File: config.mk
export PLATFORM = sky130hd
export DESIGN_NAME = fifo_job_queue_with_timeouts
export DESIGN_NICKNAME = d
export VERILOG_FILES = /design/src/hdl/fjq_pkg.sv /design/src/hdl/fjq_useq.sv /design/src/hdl/fjq_dp.sv /design/src/hdl/fifo_job_queue_with_timeouts.sv
export SDC_FILE = /design/constraint.sdc
export NUM_CORES = 2
export LEC_CHECK = 0
export BUFFER_PORTS_ARGS = -buffer_cell sky130_fd_sc_hd__buf_2
export CAP_MARGIN = 20
export CORE_UTILIZATION = 31
export DETAILED_ROUTE_END_ITERATION = 8
export HOLD_SLACK_MARGIN = 0.08
export SYNTH_ARGS = -nofsm -noshare
export SYNTH_HDL_FRONTEND = slang
export SYNTH_HIERARCHICAL = 1
export SYNTH_SLANG_ARGS = --single-unit
File: constraint.sdc
create_clock -name clk -period 11.5 [get_ports clk]
set_clock_uncertainty 0.2 [all_clocks]
set_input_delay 2.3 -clock clk [delete_from_list [all_inputs] [get_ports clk]]
set_output_delay 2.3 -clock clk [all_outputs]
set_load 0.01 [all_outputs]
File: src/hdl/fjq_pkg.sv
// Shared types, codes and the control store of the FIFO job queue.
package fjq_pkg;

	typedef struct packed {
		logic        opcode;
		logic [15:0] job_id;
		logic [31:0] arrival_time;
		logic [31:0] run_length;
		logic [31:0] deadline;
	} fjq_in_t;

	typedef struct packed {
		logic [15:0] job_id_res;
		logic        aborted;
		logic [32:0] event_time;
		logic [32:0] wait_delay;
		logic        last;
	} fjq_out_t;

	typedef struct packed {
		logic [15:0] id;
		logic [31:0] arr;
		logic [31:0] len;
		logic [31:0] dead;
	} fjq_entry_t;

	localparam logic OP_JOB   = 1'b0;
	localparam logic OP_FLUSH = 1'b1;

	localparam int        CFG_AW          = 3;
	localparam logic      CFG_QUEUE_LIMIT = 1'b0;
	localparam logic [3:0] RESET_LIMIT    = 4'd3;

	localparam logic [3:0] A_NONE    = 4'd0;
	localparam logic [3:0] A_TAKE    = 4'd1;
	localparam logic [3:0] A_READ    = 4'd2;
	localparam logic [3:0] A_FIN     = 4'd3;
	localparam logic [3:0] A_CMP     = 4'd4;
	localparam logic [3:0] A_UPD     = 4'd5;
	localparam logic [3:0] A_EMIT_SV = 4'd6;
	localparam logic [3:0] A_START   = 4'd7;
	localparam logic [3:0] A_ENQ     = 4'd8;
	localparam logic [3:0] A_REJECT  = 4'd9;

	localparam logic [2:0] C_NEVER    = 3'd0;
	localparam logic [2:0] C_ALWAYS   = 3'd1;
	localparam logic [2:0] C_NO_IN    = 3'd2;
	localparam logic [2:0] C_FLUSH    = 3'd3;
	localparam logic [2:0] C_ARR_LT   = 3'd4;
	localparam logic [2:0] C_OCC_ZERO = 3'd5;
	localparam logic [2:0] C_OCC_FULL = 3'd6;
	localparam logic [2:0] C_OUT_BUSY = 3'd7;

	localparam int         N_STEPS  = 19;
	localparam logic [4:0] S_WAIT   = 5'd0;
	localparam logic [4:0] S_DISP   = 5'd1;
	localparam logic [4:0] S_ARR    = 5'd2;
	localparam logic [4:0] S_ARR2   = 5'd3;
	localparam logic [4:0] S_RD     = 5'd4;
	localparam logic [4:0] S_FIN    = 5'd5;
	localparam logic [4:0] S_CMP    = 5'd6;
	localparam logic [4:0] S_UPD    = 5'd7;
	localparam logic [4:0] S_EMS    = 5'd8;
	localparam logic [4:0] S_EMS2   = 5'd9;
	localparam logic [4:0] S_EMS3   = 5'd10;
	localparam logic [4:0] S_START  = 5'd11;
	localparam logic [4:0] S_START2 = 5'd12;
	localparam logic [4:0] S_PLACE  = 5'd13;
	localparam logic [4:0] S_ENQ    = 5'd14;
	localparam logic [4:0] S_REJ    = 5'd15;
	localparam logic [4:0] S_REJ2   = 5'd16;
	localparam logic [4:0] S_FLCHK  = 5'd17;
	localparam logic [4:0] S_FLCHK2 = 5'd18;

	typedef struct packed {
		logic [3:0] act;
		logic [2:0] cond;
		logic [4:0] target;
	} fjq_uword_t;

	typedef struct packed {
		logic no_in;
		logic flush;
		logic arr_lt;
		logic occ_zero;
		logic occ_full;
		logic out_busy;
	} fjq_stat_t;

	function automatic fjq_uword_t fjq_rom(input logic [4:0] step);
		fjq_uword_t uw;
		case (step)
			S_WAIT:   uw = {A_TAKE,    C_NO_IN,    S_WAIT};
			S_DISP:   uw = {A_NONE,    C_FLUSH,    S_FLCHK};
			S_ARR:    uw = {A_NONE,    C_ARR_LT,   S_PLACE};
			S_ARR2:   uw = {A_NONE,    C_OCC_ZERO, S_START};
			S_RD:     uw = {A_READ,    C_NEVER,    S_WAIT};
			S_FIN:    uw = {A_FIN,     C_NEVER,    S_WAIT};
			S_CMP:    uw = {A_CMP,     C_NEVER,    S_WAIT};
			S_UPD:    uw = {A_UPD,     C_NEVER,    S_WAIT};
			S_EMS:    uw = {A_EMIT_SV, C_OUT_BUSY, S_EMS};
			S_EMS2:   uw = {A_NONE,    C_FLUSH,    S_FLCHK};
			S_EMS3:   uw = {A_NONE,    C_ALWAYS,   S_ARR};
			S_START:  uw = {A_START,   C_OUT_BUSY, S_START};
			S_START2: uw = {A_NONE,    C_ALWAYS,   S_WAIT};
			S_PLACE:  uw = {A_NONE,    C_OCC_FULL, S_REJ};
			S_ENQ:    uw = {A_ENQ,     C_ALWAYS,   S_WAIT};
			S_REJ:    uw = {A_REJECT,  C_OUT_BUSY, S_REJ};
			S_REJ2:   uw = {A_NONE,    C_ALWAYS,   S_WAIT};
			S_FLCHK:  uw = {A_NONE,    C_OCC_ZERO, S_WAIT};
			S_FLCHK2: uw = {A_NONE,    C_ALWAYS,   S_RD};
			default:  uw = {A_NONE,    C_ALWAYS,   S_WAIT};
		endcase
		return uw;
	endfunction

endpackage

File: src/hdl/fjq_useq.sv
// Microprogram sequencer: step counter, control store and jump logic.
module fjq_useq (
	input  logic             clk,
	input  logic             arst_n,
	input  fjq_pkg::fjq_stat_t stat,
	output logic [3:0]       act,
	output logic             at_wait
);
	import fjq_pkg::*;

	logic [4:0] upc_q;
	fjq_uword_t uw;
	logic       jump;

	assign uw      = fjq_rom(upc_q);
	assign act     = uw.act;
	assign at_wait = (upc_q == S_WAIT);

	always_comb begin
		case (uw.cond)
			C_NEVER:    jump = 1'b0;
			C_ALWAYS:   jump = 1'b1;
			C_NO_IN:    jump = stat.no_in;
			C_FLUSH:    jump = stat.flush;
			C_ARR_LT:   jump = stat.arr_lt;
			C_OCC_ZERO: jump = stat.occ_zero;
			C_OCC_FULL: jump = stat.occ_full;
			C_OUT_BUSY: jump = stat.out_busy;
			default:    jump = 1'b0;
		endcase
	end

	always_ff @(posedge clk or negedge arst_n) begin
		if (!arst_n) begin
			upc_q <= S_WAIT;
		end else if (jump) begin
			upc_q <= uw.target;
		end else begin
			upc_q <= upc_q + 5'd1;
		end
	end

	a_upc_range: assert property (@(posedge clk) disable iff (!arst_n)
		upc_q < 5'(N_STEPS))
		else $error("Step counter left the program.");

endmodule

File: src/hdl/fjq_dp.sv
// Datapath: queue memory, server time, queue pointers and the result register.
module fjq_dp #(
	parameter int DEPTH = 8
) (
	input  logic              clk,
	input  logic              arst_n,
	input  logic [3:0]        act,
	input  logic              job_valid,
	input  fjq_pkg::fjq_in_t  job,
	input  logic [3:0]        queue_limit,
	input  logic              res_stall,
	output logic              res_valid,
	output fjq_pkg::fjq_out_t res,
	output fjq_pkg::fjq_stat_t stat
);
	import fjq_pkg::*;

	localparam int HEAD_W = (DEPTH > 1) ? $clog2(DEPTH) : 1;
	localparam int OCC_W  = $clog2(DEPTH + 1);
	localparam int SW     = OCC_W + 1;
	localparam int CW     = (OCC_W > 4) ? OCC_W : 4;

	fjq_entry_t        mem [DEPTH];
	fjq_in_t           job_q;
	fjq_entry_t        ent_q;
	logic [33:0]       fin_q;
	logic              late_q;
	logic              early_q;
	logic              ab_q;
	logic [32:0]       ev_q;
	logic [32:0]       dl_q;
	logic [32:0]       sft_q;
	logic [HEAD_W-1:0] head_q;
	logic [OCC_W-1:0]  occ_q;
	logic              res_valid_q;
	fjq_out_t          res_q;

	logic [HEAD_W-1:0] head_nxt;
	logic [SW-1:0]     sum_w;
	logic [SW-1:0]     tail_w;
	logic [HEAD_W-1:0] tail;
	logic [CW-1:0]     lim_ext;
	logic [CW-1:0]     lim_eff;
	logic [32:0]       dead33;
	logic [32:0]       minuend;
	logic [32:0]       start_ev;
	logic              out_free;
	logic              emit;
	logic              last_sv;

	assign head_nxt = (head_q == HEAD_W'(DEPTH - 1)) ? '0 : head_q + 1'b1;
	assign sum_w    = SW'(head_q) + SW'(occ_q);
	assign tail_w   = (sum_w >= SW'(DEPTH)) ? sum_w - SW'(DEPTH) : sum_w;
	assign tail     = tail_w[HEAD_W-1:0];
	assign lim_ext  = CW'(queue_limit);
	assign lim_eff  = (lim_ext > CW'(DEPTH)) ? CW'(DEPTH) : lim_ext;
	assign dead33   = {1'b0, ent_q.dead};
	assign minuend  = (late_q && early_q) ? dead33 : sft_q;
	assign start_ev = {1'b0, job_q.arrival_time} + {1'b0, job_q.run_length};
	assign out_free = !res_valid_q || !res_stall;
	assign emit     = (act == A_EMIT_SV) || (act == A_START) || (act == A_REJECT);

	assign stat.no_in    = !job_valid;
	assign stat.flush    = (job_q.opcode == OP_FLUSH);
	assign stat.arr_lt   = ({1'b0, job_q.arrival_time} < sft_q);
	assign stat.occ_zero = (occ_q == '0);
	assign stat.occ_full = (CW'(occ_q) >= lim_eff);
	assign stat.out_busy = !out_free;

	assign last_sv = stat.flush ? stat.occ_zero : (stat.arr_lt && !stat.occ_full);

	assign res_valid = res_valid_q;
	assign res       = res_q;

	always_ff @(posedge clk) begin
		if (act == A_ENQ) begin
			mem[tail] <= {job_q.job_id, job_q.arrival_time, job_q.run_length,
				job_q.deadline};
		end
		if (act == A_READ) begin
			ent_q <= mem[head_q];
		end
	end

	always_ff @(posedge clk) begin
		if (act == A_TAKE && job_valid) begin
			job_q <= job;
		end
		if (act == A_FIN) begin
			fin_q <= {1'b0, sft_q} + {2'b0, ent_q.len};
		end
		if (act == A_CMP) begin
			late_q  <= (fin_q > {1'b0, dead33});
			early_q <= (sft_q < dead33);
		end
		if (act == A_UPD) begin
			ab_q <= late_q;
			ev_q <= late_q ? minuend : fin_q[32:0];
			dl_q <= minuend - {1'b0, ent_q.arr};
		end
		if (emit && out_free) begin
			case (act)
				A_EMIT_SV: res_q <= {ent_q.id, ab_q, ev_q, dl_q, last_sv};
				A_START:   res_q <= {job_q.job_id, 1'b0, start_ev, 33'd0, 1'b1};
				default:   res_q <= {job_q.job_id, 1'b1, {1'b0, job_q.arrival_time},
					33'd0, 1'b1};
			endcase
		end
	end

	always_ff @(posedge clk or negedge arst_n) begin
		if (!arst_n) begin
			sft_q       <= '0;
			head_q      <= '0;
			occ_q       <= '0;
			res_valid_q <= 1'b0;
		end else begin
			if (act == A_UPD) begin
				if (late_q && early_q) begin
					sft_q <= dead33;
				end else if (!late_q) begin
					sft_q <= fin_q[32:0];
				end
				head_q <= head_nxt;
				occ_q  <= occ_q - 1'b1;
			end
			if (act == A_START && out_free) begin
				sft_q <= start_ev;
			end
			if (act == A_ENQ) begin
				occ_q <= occ_q + 1'b1;
			end
			if (emit && out_free) begin
				res_valid_q <= 1'b1;
			end else if (!res_stall) begin
				res_valid_q <= 1'b0;
			end
		end
	end

	a_occ_bound: assert property (@(posedge clk) disable iff (!arst_n)
		occ_q <= OCC_W'(DEPTH))
		else $error("Queue occupancy exceeds the queue depth.");

	a_head_bound: assert property (@(posedge clk) disable iff (!arst_n)
		head_q <= HEAD_W'(DEPTH - 1))
		else $error("Head pointer outside the queue.");

	a_sft_mono: assert property (@(posedge clk) disable iff (!arst_n)
		sft_q >= $past(sft_q))
		else $error("Server free time moved backward.");

endmodule

File: src/hdl/fifo_job_queue_with_timeouts.sv
// Top level of the FIFO job queue with timeouts: configuration port and core.
// A job is accepted only in the wait step of the microprogram; job_stall is high while the
// steps for the last job run: starting it at once, rejecting it or queueing it, and serving
// each queued job while the server frees before its arrival; a flush serves every queued job.
// An output stall holds the steps that emit a result, and so holds back the next acceptance.
// Reset is asynchronous: queue empty, server free at time zero, queue_limit 3.
module fifo_job_queue_with_timeouts #(
	parameter int QUEUE_DEPTH = 8
) (
	input  logic                       clk,
	input  logic                       arst_n,
	input  logic                       job_valid,
	output logic                       job_stall,
	input  fjq_pkg::fjq_in_t           job,
	output logic                       res_valid,
	input  logic                       res_stall,
	output fjq_pkg::fjq_out_t          res,
	input  logic                       psel,
	input  logic                       penable,
	input  logic                       pwrite,
	input  logic [fjq_pkg::CFG_AW-1:0] paddr,
	input  logic [31:0]                pwdata,
	output logic [31:0]                prdata,
	output logic                       pready
);
	import fjq_pkg::*;

	logic [3:0] queue_limit_q;
	logic [3:0] act;
	logic       at_wait;
	fjq_stat_t  stat;

	assign pready    = 1'b1;
	assign prdata    = (paddr[2] == CFG_QUEUE_LIMIT) ? {28'd0, queue_limit_q} : 32'd0;
	assign job_stall = !at_wait;

	always_ff @(posedge clk or negedge arst_n) begin
		if (!arst_n) begin
			queue_limit_q <= RESET_LIMIT;
		end else if (psel && penable && pwrite && paddr[2] == CFG_QUEUE_LIMIT) begin
			queue_limit_q <= pwdata[3:0];
		end
	end

	fjq_useq u_useq (
		.clk     (clk),
		.arst_n  (arst_n),
		.stat    (stat),
		.act     (act),
		.at_wait (at_wait)
	);

	fjq_dp #(
		.DEPTH (QUEUE_DEPTH)
	) u_dp (
		.clk         (clk),
		.arst_n      (arst_n),
		.act         (act),
		.job_valid   (job_valid),
		.job         (job),
		.queue_limit (queue_limit_q),
		.res_stall   (res_stall),
		.res_valid   (res_valid),
		.res         (res),
		.stat        (stat)
	);

endmodule

Yosys cells after proc, flatten, opt, wreduce, memory -nomap -nowiden
Memories as Yosys holds them, arrays and structs flattened. A register that Yosys moved wholly into a read port is not among the register bits.
Cells that the tools add are included.
{"block": "classes", "n_addsub": 9, "n_lt_le_gt_ge": 6, "eq_ne": 19, "mux": 20, "bitwise_logic": 1, "n_reduce_logical": 23}
{"op": "33-bit 2-to-1 mux", "count": 6}
{"op": "84-bit case mux with 2 select lines", "count": 1}
{"op": "33-bit by 32-bit adder with 34-bit output", "count": 1}
{"op": "34-bit by 32-bit greater-than comparator with 1-bit output", "count": 1}
{"op": "32-bit by 32-bit adder with 33-bit output", "count": 1}
{"op": "32-bit by 33-bit < comparator with 1-bit output", "count": 1}
{"op": "33-bit by 32-bit < comparator with 1-bit output", "count": 1}
{"op": "33-bit by 32-bit subtractor with 33-bit output", "count": 1}
{"op": "4-bit by 3-bit == test with 1-bit output, second input constant", "count": 4}
{"op": "4-bit 2-to-1 mux", "count": 4}
{"op": "3-bit == test, second input constant", "count": 5}
{"op": "4-bit by 2-bit == test with 1-bit output, second input constant", "count": 2}
{"op": "4-bit == test, second input constant", "count": 2}
{"op": "1-bit logical AND", "count": 8}
{"op": "1-bit case mux with 8 select lines", "count": 1}
{"op": "3-bit by 2-bit == test with 1-bit output, second input constant", "count": 2}
{"op": "1-bit logical NOT", "count": 6}
{"op": "3-bit 2-to-1 mux", "count": 2}
{"op": "3-bit by 4-bit adder with 5-bit output", "count": 1}
{"op": "5-bit by 1-bit adder with 5-bit output, second input constant", "count": 1}
{"op": "5-bit by 4-bit greater-or-equal comparator with 1-bit output, second input constant", "count": 1}
{"op": "5-bit logical NOT", "count": 1}
{"op": "1-bit 2-to-1 mux", "count": 5}
{"op": "5-bit 2-to-1 mux", "count": 1}
{"op": "16 further kinds", "count": 19}
{"block": "word_totals", "regBits": 350, "ram_bits": 896, "romBits": 384, "inputBits": 155, "output_inout_bits": 119, "wordCells": 102, "n_memories": 2}
{"memory": "u_dp.mem", "depth": 8, "word_bits": 112, "rd": 1, "rd_clocked_by_memory_dff": 1, "write_ports": 1, "line": "fjq_dp.sv:23", "rtl": "fjq_entry_t mem [DEPTH];"}
{"memory": "(no name shown)", "depth": 32, "word_bits": 12, "rd": 1, "rd_clocked_by_memory_dff": 0, "write_ports": 0, "line": "fjq_pkg.sv:92", "rtl": "case (step)"}

Longest topological paths before layout
{"block": "logic_depth", "word_depth": 7, "ltp_mapped": 18, "mapped_depth_nobuf": 15}

Hierarchy
The synthesis kept the hierarchy.
{"mod": "fjq_dp", "n_inst": 1, "cells_per_inst": 3296, "area_per_inst_um2": 57274.9, "seq_area_each_um2": 40303.7}
{"mod": "fjq_useq", "n_inst": 1, "cells_per_inst": 76, "area_per_inst_um2": 639.4, "seq_area_each_um2": 125.1}
{"mod": "fifo_job_queue_with_timeouts", "n_inst": 1, "cells_per_inst": 45, "area_per_inst_um2": 435.4, "seq_area_each_um2": 102.6}

Least setup slack after synthesis
Ideal clock, no wire load.
{"block": "synth_timing", "path_kind": "reg-to-reg", "startpoint": "register u_useq.upc_q[1]", "endpoint": "memory u_dp/mem[2][0] (netlist bit) (enable)", "setup_time_ns": 0.720, "arrival_ns": 9.615, "path_slack_ns": 0.965, "stages_incl_launch_ff": 11, "path_buffers": 1, "path_cell_list": "dfrtp_1 -> inv_1 -> ha_1 -> nand2_1 -> a21oi_1 -> a21oi_1 -> nor2_1 -> clkbuf_1 -> nor4b_1 -> nand2_1 -> nor3_1"}
{"block": "synth_between", "elab_chain_cells": 4}
{"item": "start, declared", "line": "fjq_useq.sv:11", "rtl": "logic [4:0] upc_q;"}
{"item": "start signal, assigned", "line": "fjq_useq.sv:37", "rtl": "upc_q <= uw.target;"}
{"item": "start signal, assigned", "line": "fjq_useq.sv:39", "rtl": "upc_q <= upc_q + 5'd1;"}
{"item": "memory read 32 x 12 bit"}
{"item": "via act[0]", "line": "fifo_job_queue_with_timeouts.sv:29", "rtl": "logic [3:0] act;"}
{"item": "4-bit == test", "line": "fjq_dp.sv:76", "rtl": "if (act == A_ENQ) begin"}
{"item": "1-bit 2-to-1 mux", "line": "fjq_dp.sv:76"}
{"item": "1-bit 2-to-1 mux (implied by the code)", "line": "fjq_dp.sv:77", "rtl": "mem[tail] <= {job_q.job_id, job_q.arrival_time, job_q.run_length,"}
{"item": "end, declared", "line": "fjq_dp.sv:23"}
The timed path passes the listed nets, and every way through them passes these cells.

Final worst setup path
{"block": "layout_timing", "startpoint": "register u_dp.late_q", "endpoint": "register u_dp.dl_q[32] (data pin)"}
{"block": "layout_between", "elab_chain_cells": 3}
{"item": "start, declared", "line": "fjq_dp.sv:27", "rtl": "logic late_q;"}
{"item": "start signal, assigned", "line": "fjq_dp.sv:93", "rtl": "late_q <= (fin_q > {1'b0, dead33});"}
{"item": "1-bit logical AND", "line": "fjq_dp.sv:58", "rtl": "assign minuend = (late_q && early_q) ? dead33 : sft_q;"}
{"item": "33-bit 2-to-1 mux", "line": "fjq_dp.sv:58"}
{"item": "33-bit by 32-bit subtractor with 33-bit output", "line": "fjq_dp.sv:99", "rtl": "dl_q <= minuend - {1'b0, ent_q.arr};"}
{"item": "end signal, assigned", "line": "fjq_dp.sv:99"}
{"item": "end, declared", "line": "fjq_dp.sv:31", "rtl": "logic [32:0] dl_q;"}
Every way passes these cells.
A chain may end at the register's enable or synchronous reset.

==> results.cfg <==
[status]
outcome = completed

[synthesis]
synthDistinctLibCells = 87
yosys.area.top_type = edfxtp_1
synth_enable_flop_cells = 1308
synth_cells = 3417
synth_top_area_frac = 0.673
syn-mean-instance-area_um2 = 17.1
ys_seq_area_frac = 0.695
async_flop_share = 0.0368
synth-seq-cells = 1358
ys.flop_type = edfxtp_1
yosysWarningCount = 6
synth_area_leaders = edfxtp_1 (67%), mux4_2 (8.6%), ha_1 (4.4%), mux2_2 (3.2%), dfrtp_1 (2.1%)
netlist_area_mm2 = 0.0583

[setup_path]
path_class = flip-flop to flip-flop
cp.required_ns = 11.83
cp-end-kind = flip-flop
startpoint_type = flip-flop
r2r_cells = 18
reg2reg_from = u_dp/late_q$_DFFE_PN_
timing.rr.end = u_dp/dl_q[32]$_DFFE_PP_
crit_arrival_ns = 5.97
worst-r2r-setup-slack_ns = 5.87
path_max_fanout = 51

[power]
ir_drop_uv = 154
p_per_area_mw_per_mm2 = 251
leakagePower_nw = 23.2
p_total_mw = 16.8

[detailed_routing]
finalWirelength_um = 148000
drc = 0
ant_nets = 0
drt-initial-drc-count = 2259
dr_total_vias = 31100
vias_per_cell = 4.94
routedWlPerCell_um = 23.5
drt_first_pass_iters = 5

[clocking]
post_cts_buffers = 0
cts-buffers-inserted = 144
cts.repair.resized = 0
cts_max_level = 4
cts_sinks = 1358
cts_tree = built
cts_buffer_depth = 3
clkLatencyLatePin_ns = 0.79
cts-root-buf = clkbuf_16
ctsHoldBuffers = 0
clkTransAtPathRegs_ns = 0.07

[sta]
tns_ns = 0
max_freq_ghz = 0.178
fin_crit_ns = 5.63
worstMarginPinSlew_ns = 1.08
timing.final.crit_share = 0.490
setup_viol = 0
max_slew_margin = 0.270
grt_setup_unrepaired = false
worst_hold_slack_ns = 0.316
slew_violations = 0
hold_viol_final = 0

[global_routing]
grt_usage = 0.153
grt_overflow = 0
grt_pass1_vias = 30900
antenna_found_initial = 23
grt_pass1_wl_um = 213000
grt_max_degree = 121

[floorplanning]
rows = 158
die_h_um = 436
io_pins = 274
die_w_um = 436
dieArea_mm2 = 0.190
core_mm2 = 0.186
start_util = 0.313

[placed_design]
io_buffers = 214
finalWeightedCongestion = 0.902
place_hpwl_um = 93100

[finish]
utilization = 0.360
nets = 4057
area_delta_synth_final_pct = 15.0
mostFrequentLayoutCell = edfxtp_1
final_cell_mix = edfxtp_1 (1,308), mux4_2 (224), buf_2 (214), ha_1 (205), mux2_2 (167)
nFillCells = 17500
drive_gt1_frac = 0.239

[worst_hold_path]
holdPathEnd = u_dp/res[6]$_SDFFCE_PP0P_
holdPathStages = 1
min-delay-start = u_dp/dl_q[5]$_DFFE_PP_
hold_path.class = flip-flop to flip-flop

[flow_run]
drv_cap = 0
-- layout make-up --
class | count | area [um^2] | area share
sequential | 1358 | 40500 | 0.604
clock buffer | 180 | 3870 | 0.0577
multi-input combinational | 1787 | 16800 | 0.250
clock inverter | 79 | 793 | 0.0118
tap | 2480 | 3100 | 0.0462
timing repair buffer | 258 | 1480 | 0.0220
antenna | 2 | 5.00 | 0.0000746
inverter | 143 | 537 | 0.00800
-- flip-flops by register name, summed over array words and instances (netlist names), 4 cells and up --
| name | flops |
|---|---|
| u_dp/mem | 896 |
| u_dp/job_q | 112 |
| u_dp/res | 84 |
| u_dp/ent_q | 80 |
| u_dp/fin_q | 34 |
| u_dp/dl_q | 33 |
| u_dp/ev_q | 33 |
| u_dp/sft_q | 33 |
| u_dp/dead33 | 32 |
| u_useq/upc_q | 5 |
| queue_limit_q | 4 |
| u_dp/occ_q | 4 |
-- cell usage after synthesis (6+ instances only) --
| cell type | n |
|---|---|
| edfxtp_1 | 1308 |
| mux4_2 | 224 |
| ha_1 | 205 |
| mux2_2 | 167 |
| a21oi_1 | 163 |
| nor2_1 | 147 |
| inv_1 | 142 |
| nand2_1 | 135 |
| o21ai_0 | 110 |
| a21o_1 | 91 |
| clkbuf_1 | 88 |
| xnor2_1 | 63 |
| dfrtp_1 | 48 |
| and2_1 | 39 |
| nand3_1 | 37 |
| buf_1 | 31 |
| buf_4 | 30 |
| mux2i_1 | 29 |
| nor2b_1 | 27 |
| nor3_1 | 26 |
| xor2_1 | 23 |
| a211oi_1 | 22 |
| nand4_1 | 22 |
| o21bai_1 | 22 |
| nand2b_1 | 21 |
| o21a_1 | 17 |
| a31oi_1 | 15 |
| and3_1 | 14 |
| o211ai_1 | 11 |
| and4_1 | 7 |
| nor4_1 | 7 |
| or3_1 | 7 |
| o21ai_1 | 6 |
-- layer usage --
layer	global-route usage	part of all wire
met1	0.199	0.42
met2	0.257	0.49
met3	0.0289	0.053
met4	0.0524	0.031
met5	0	0.0012
-- critical path, stage by stage, from the launching register on --
cell	delay (ns)
edfxtp_1	0.32
buf_4	0.53
nand2_4	0.41
buf_4	0.44
a21boi_0	0.40
ha_1	0.24
inv_1	0.06
fa_1	0.45
a211oi_1	0.30
o21bai_1	0.15
a32oi_1	0.25
a31oi_1	0.12
buf_4	0.17
and4_1	0.18
a21oi_2	0.37
a211oi_1	0.17
or3_1	0.37
a21oi_1	0.18
xnor2_1	0.08
-- cells by family (layout without fill, tap and decap cells) --
logic type,count (synthesis),in the layout,synth area share
flops,1358,1358,0.695
compound gates,531,531,0.0585
simple gates,509,509,0.0424
mux,422,422,0.124
buf+inv,299,660,0.0216
fa+ha+maj,210,210,0.0457
xor+xnor,86,86,0.0129
other cells,2,31,0.000129
-- per-stage QoR --
step | worst slack (ns) | cells | cell area [um^2]
after CTS | 5.96 | 6285 | 67100
after detailed placement | 5.96 | 6026 | 62400
final | 5.87 | 6287 | 67100
after global placement | 5.97 | 6026 | 62400
after global routing | 5.56 | 6286 | 67100
after floorplan | 0.965 | 3444 | 58500
-- power breakdown --
part	switching, mW	internal, mW
clock	1.92	2.71
combinational	3.01	2.26
sequential	0.591	6.33
-- worst max-delay path by stage --
stage	depth (start not counted)	slack, ns	endpoint	start
after global routing	18	5.56	u_dp/dl_q[32]$_DFFE_PP_	u_dp/late_q$_DFFE_PN_
after CTS	18	5.96	u_dp/dl_q[32]$_DFFE_PP_	u_dp/late_q$_DFFE_PN_
after floorplan	10	0.96	u_dp/mem[2][0]$_DFFE_PP_	u_useq/upc_q[1]$_DFFE_PN0P_
final	18	5.87	u_dp/dl_q[32]$_DFFE_PP_	u_dp/late_q$_DFFE_PN_
after detailed placement	18	5.96	u_dp/dl_q[32]$_DFFE_PP_	u_dp/late_q$_DFFE_PN_
after global placement	18	5.97	u_dp/dl_q[32]$_DFFE_PP_	u_dp/late_q$_DFFE_PN_
Power figures use the tool's default switching activity.
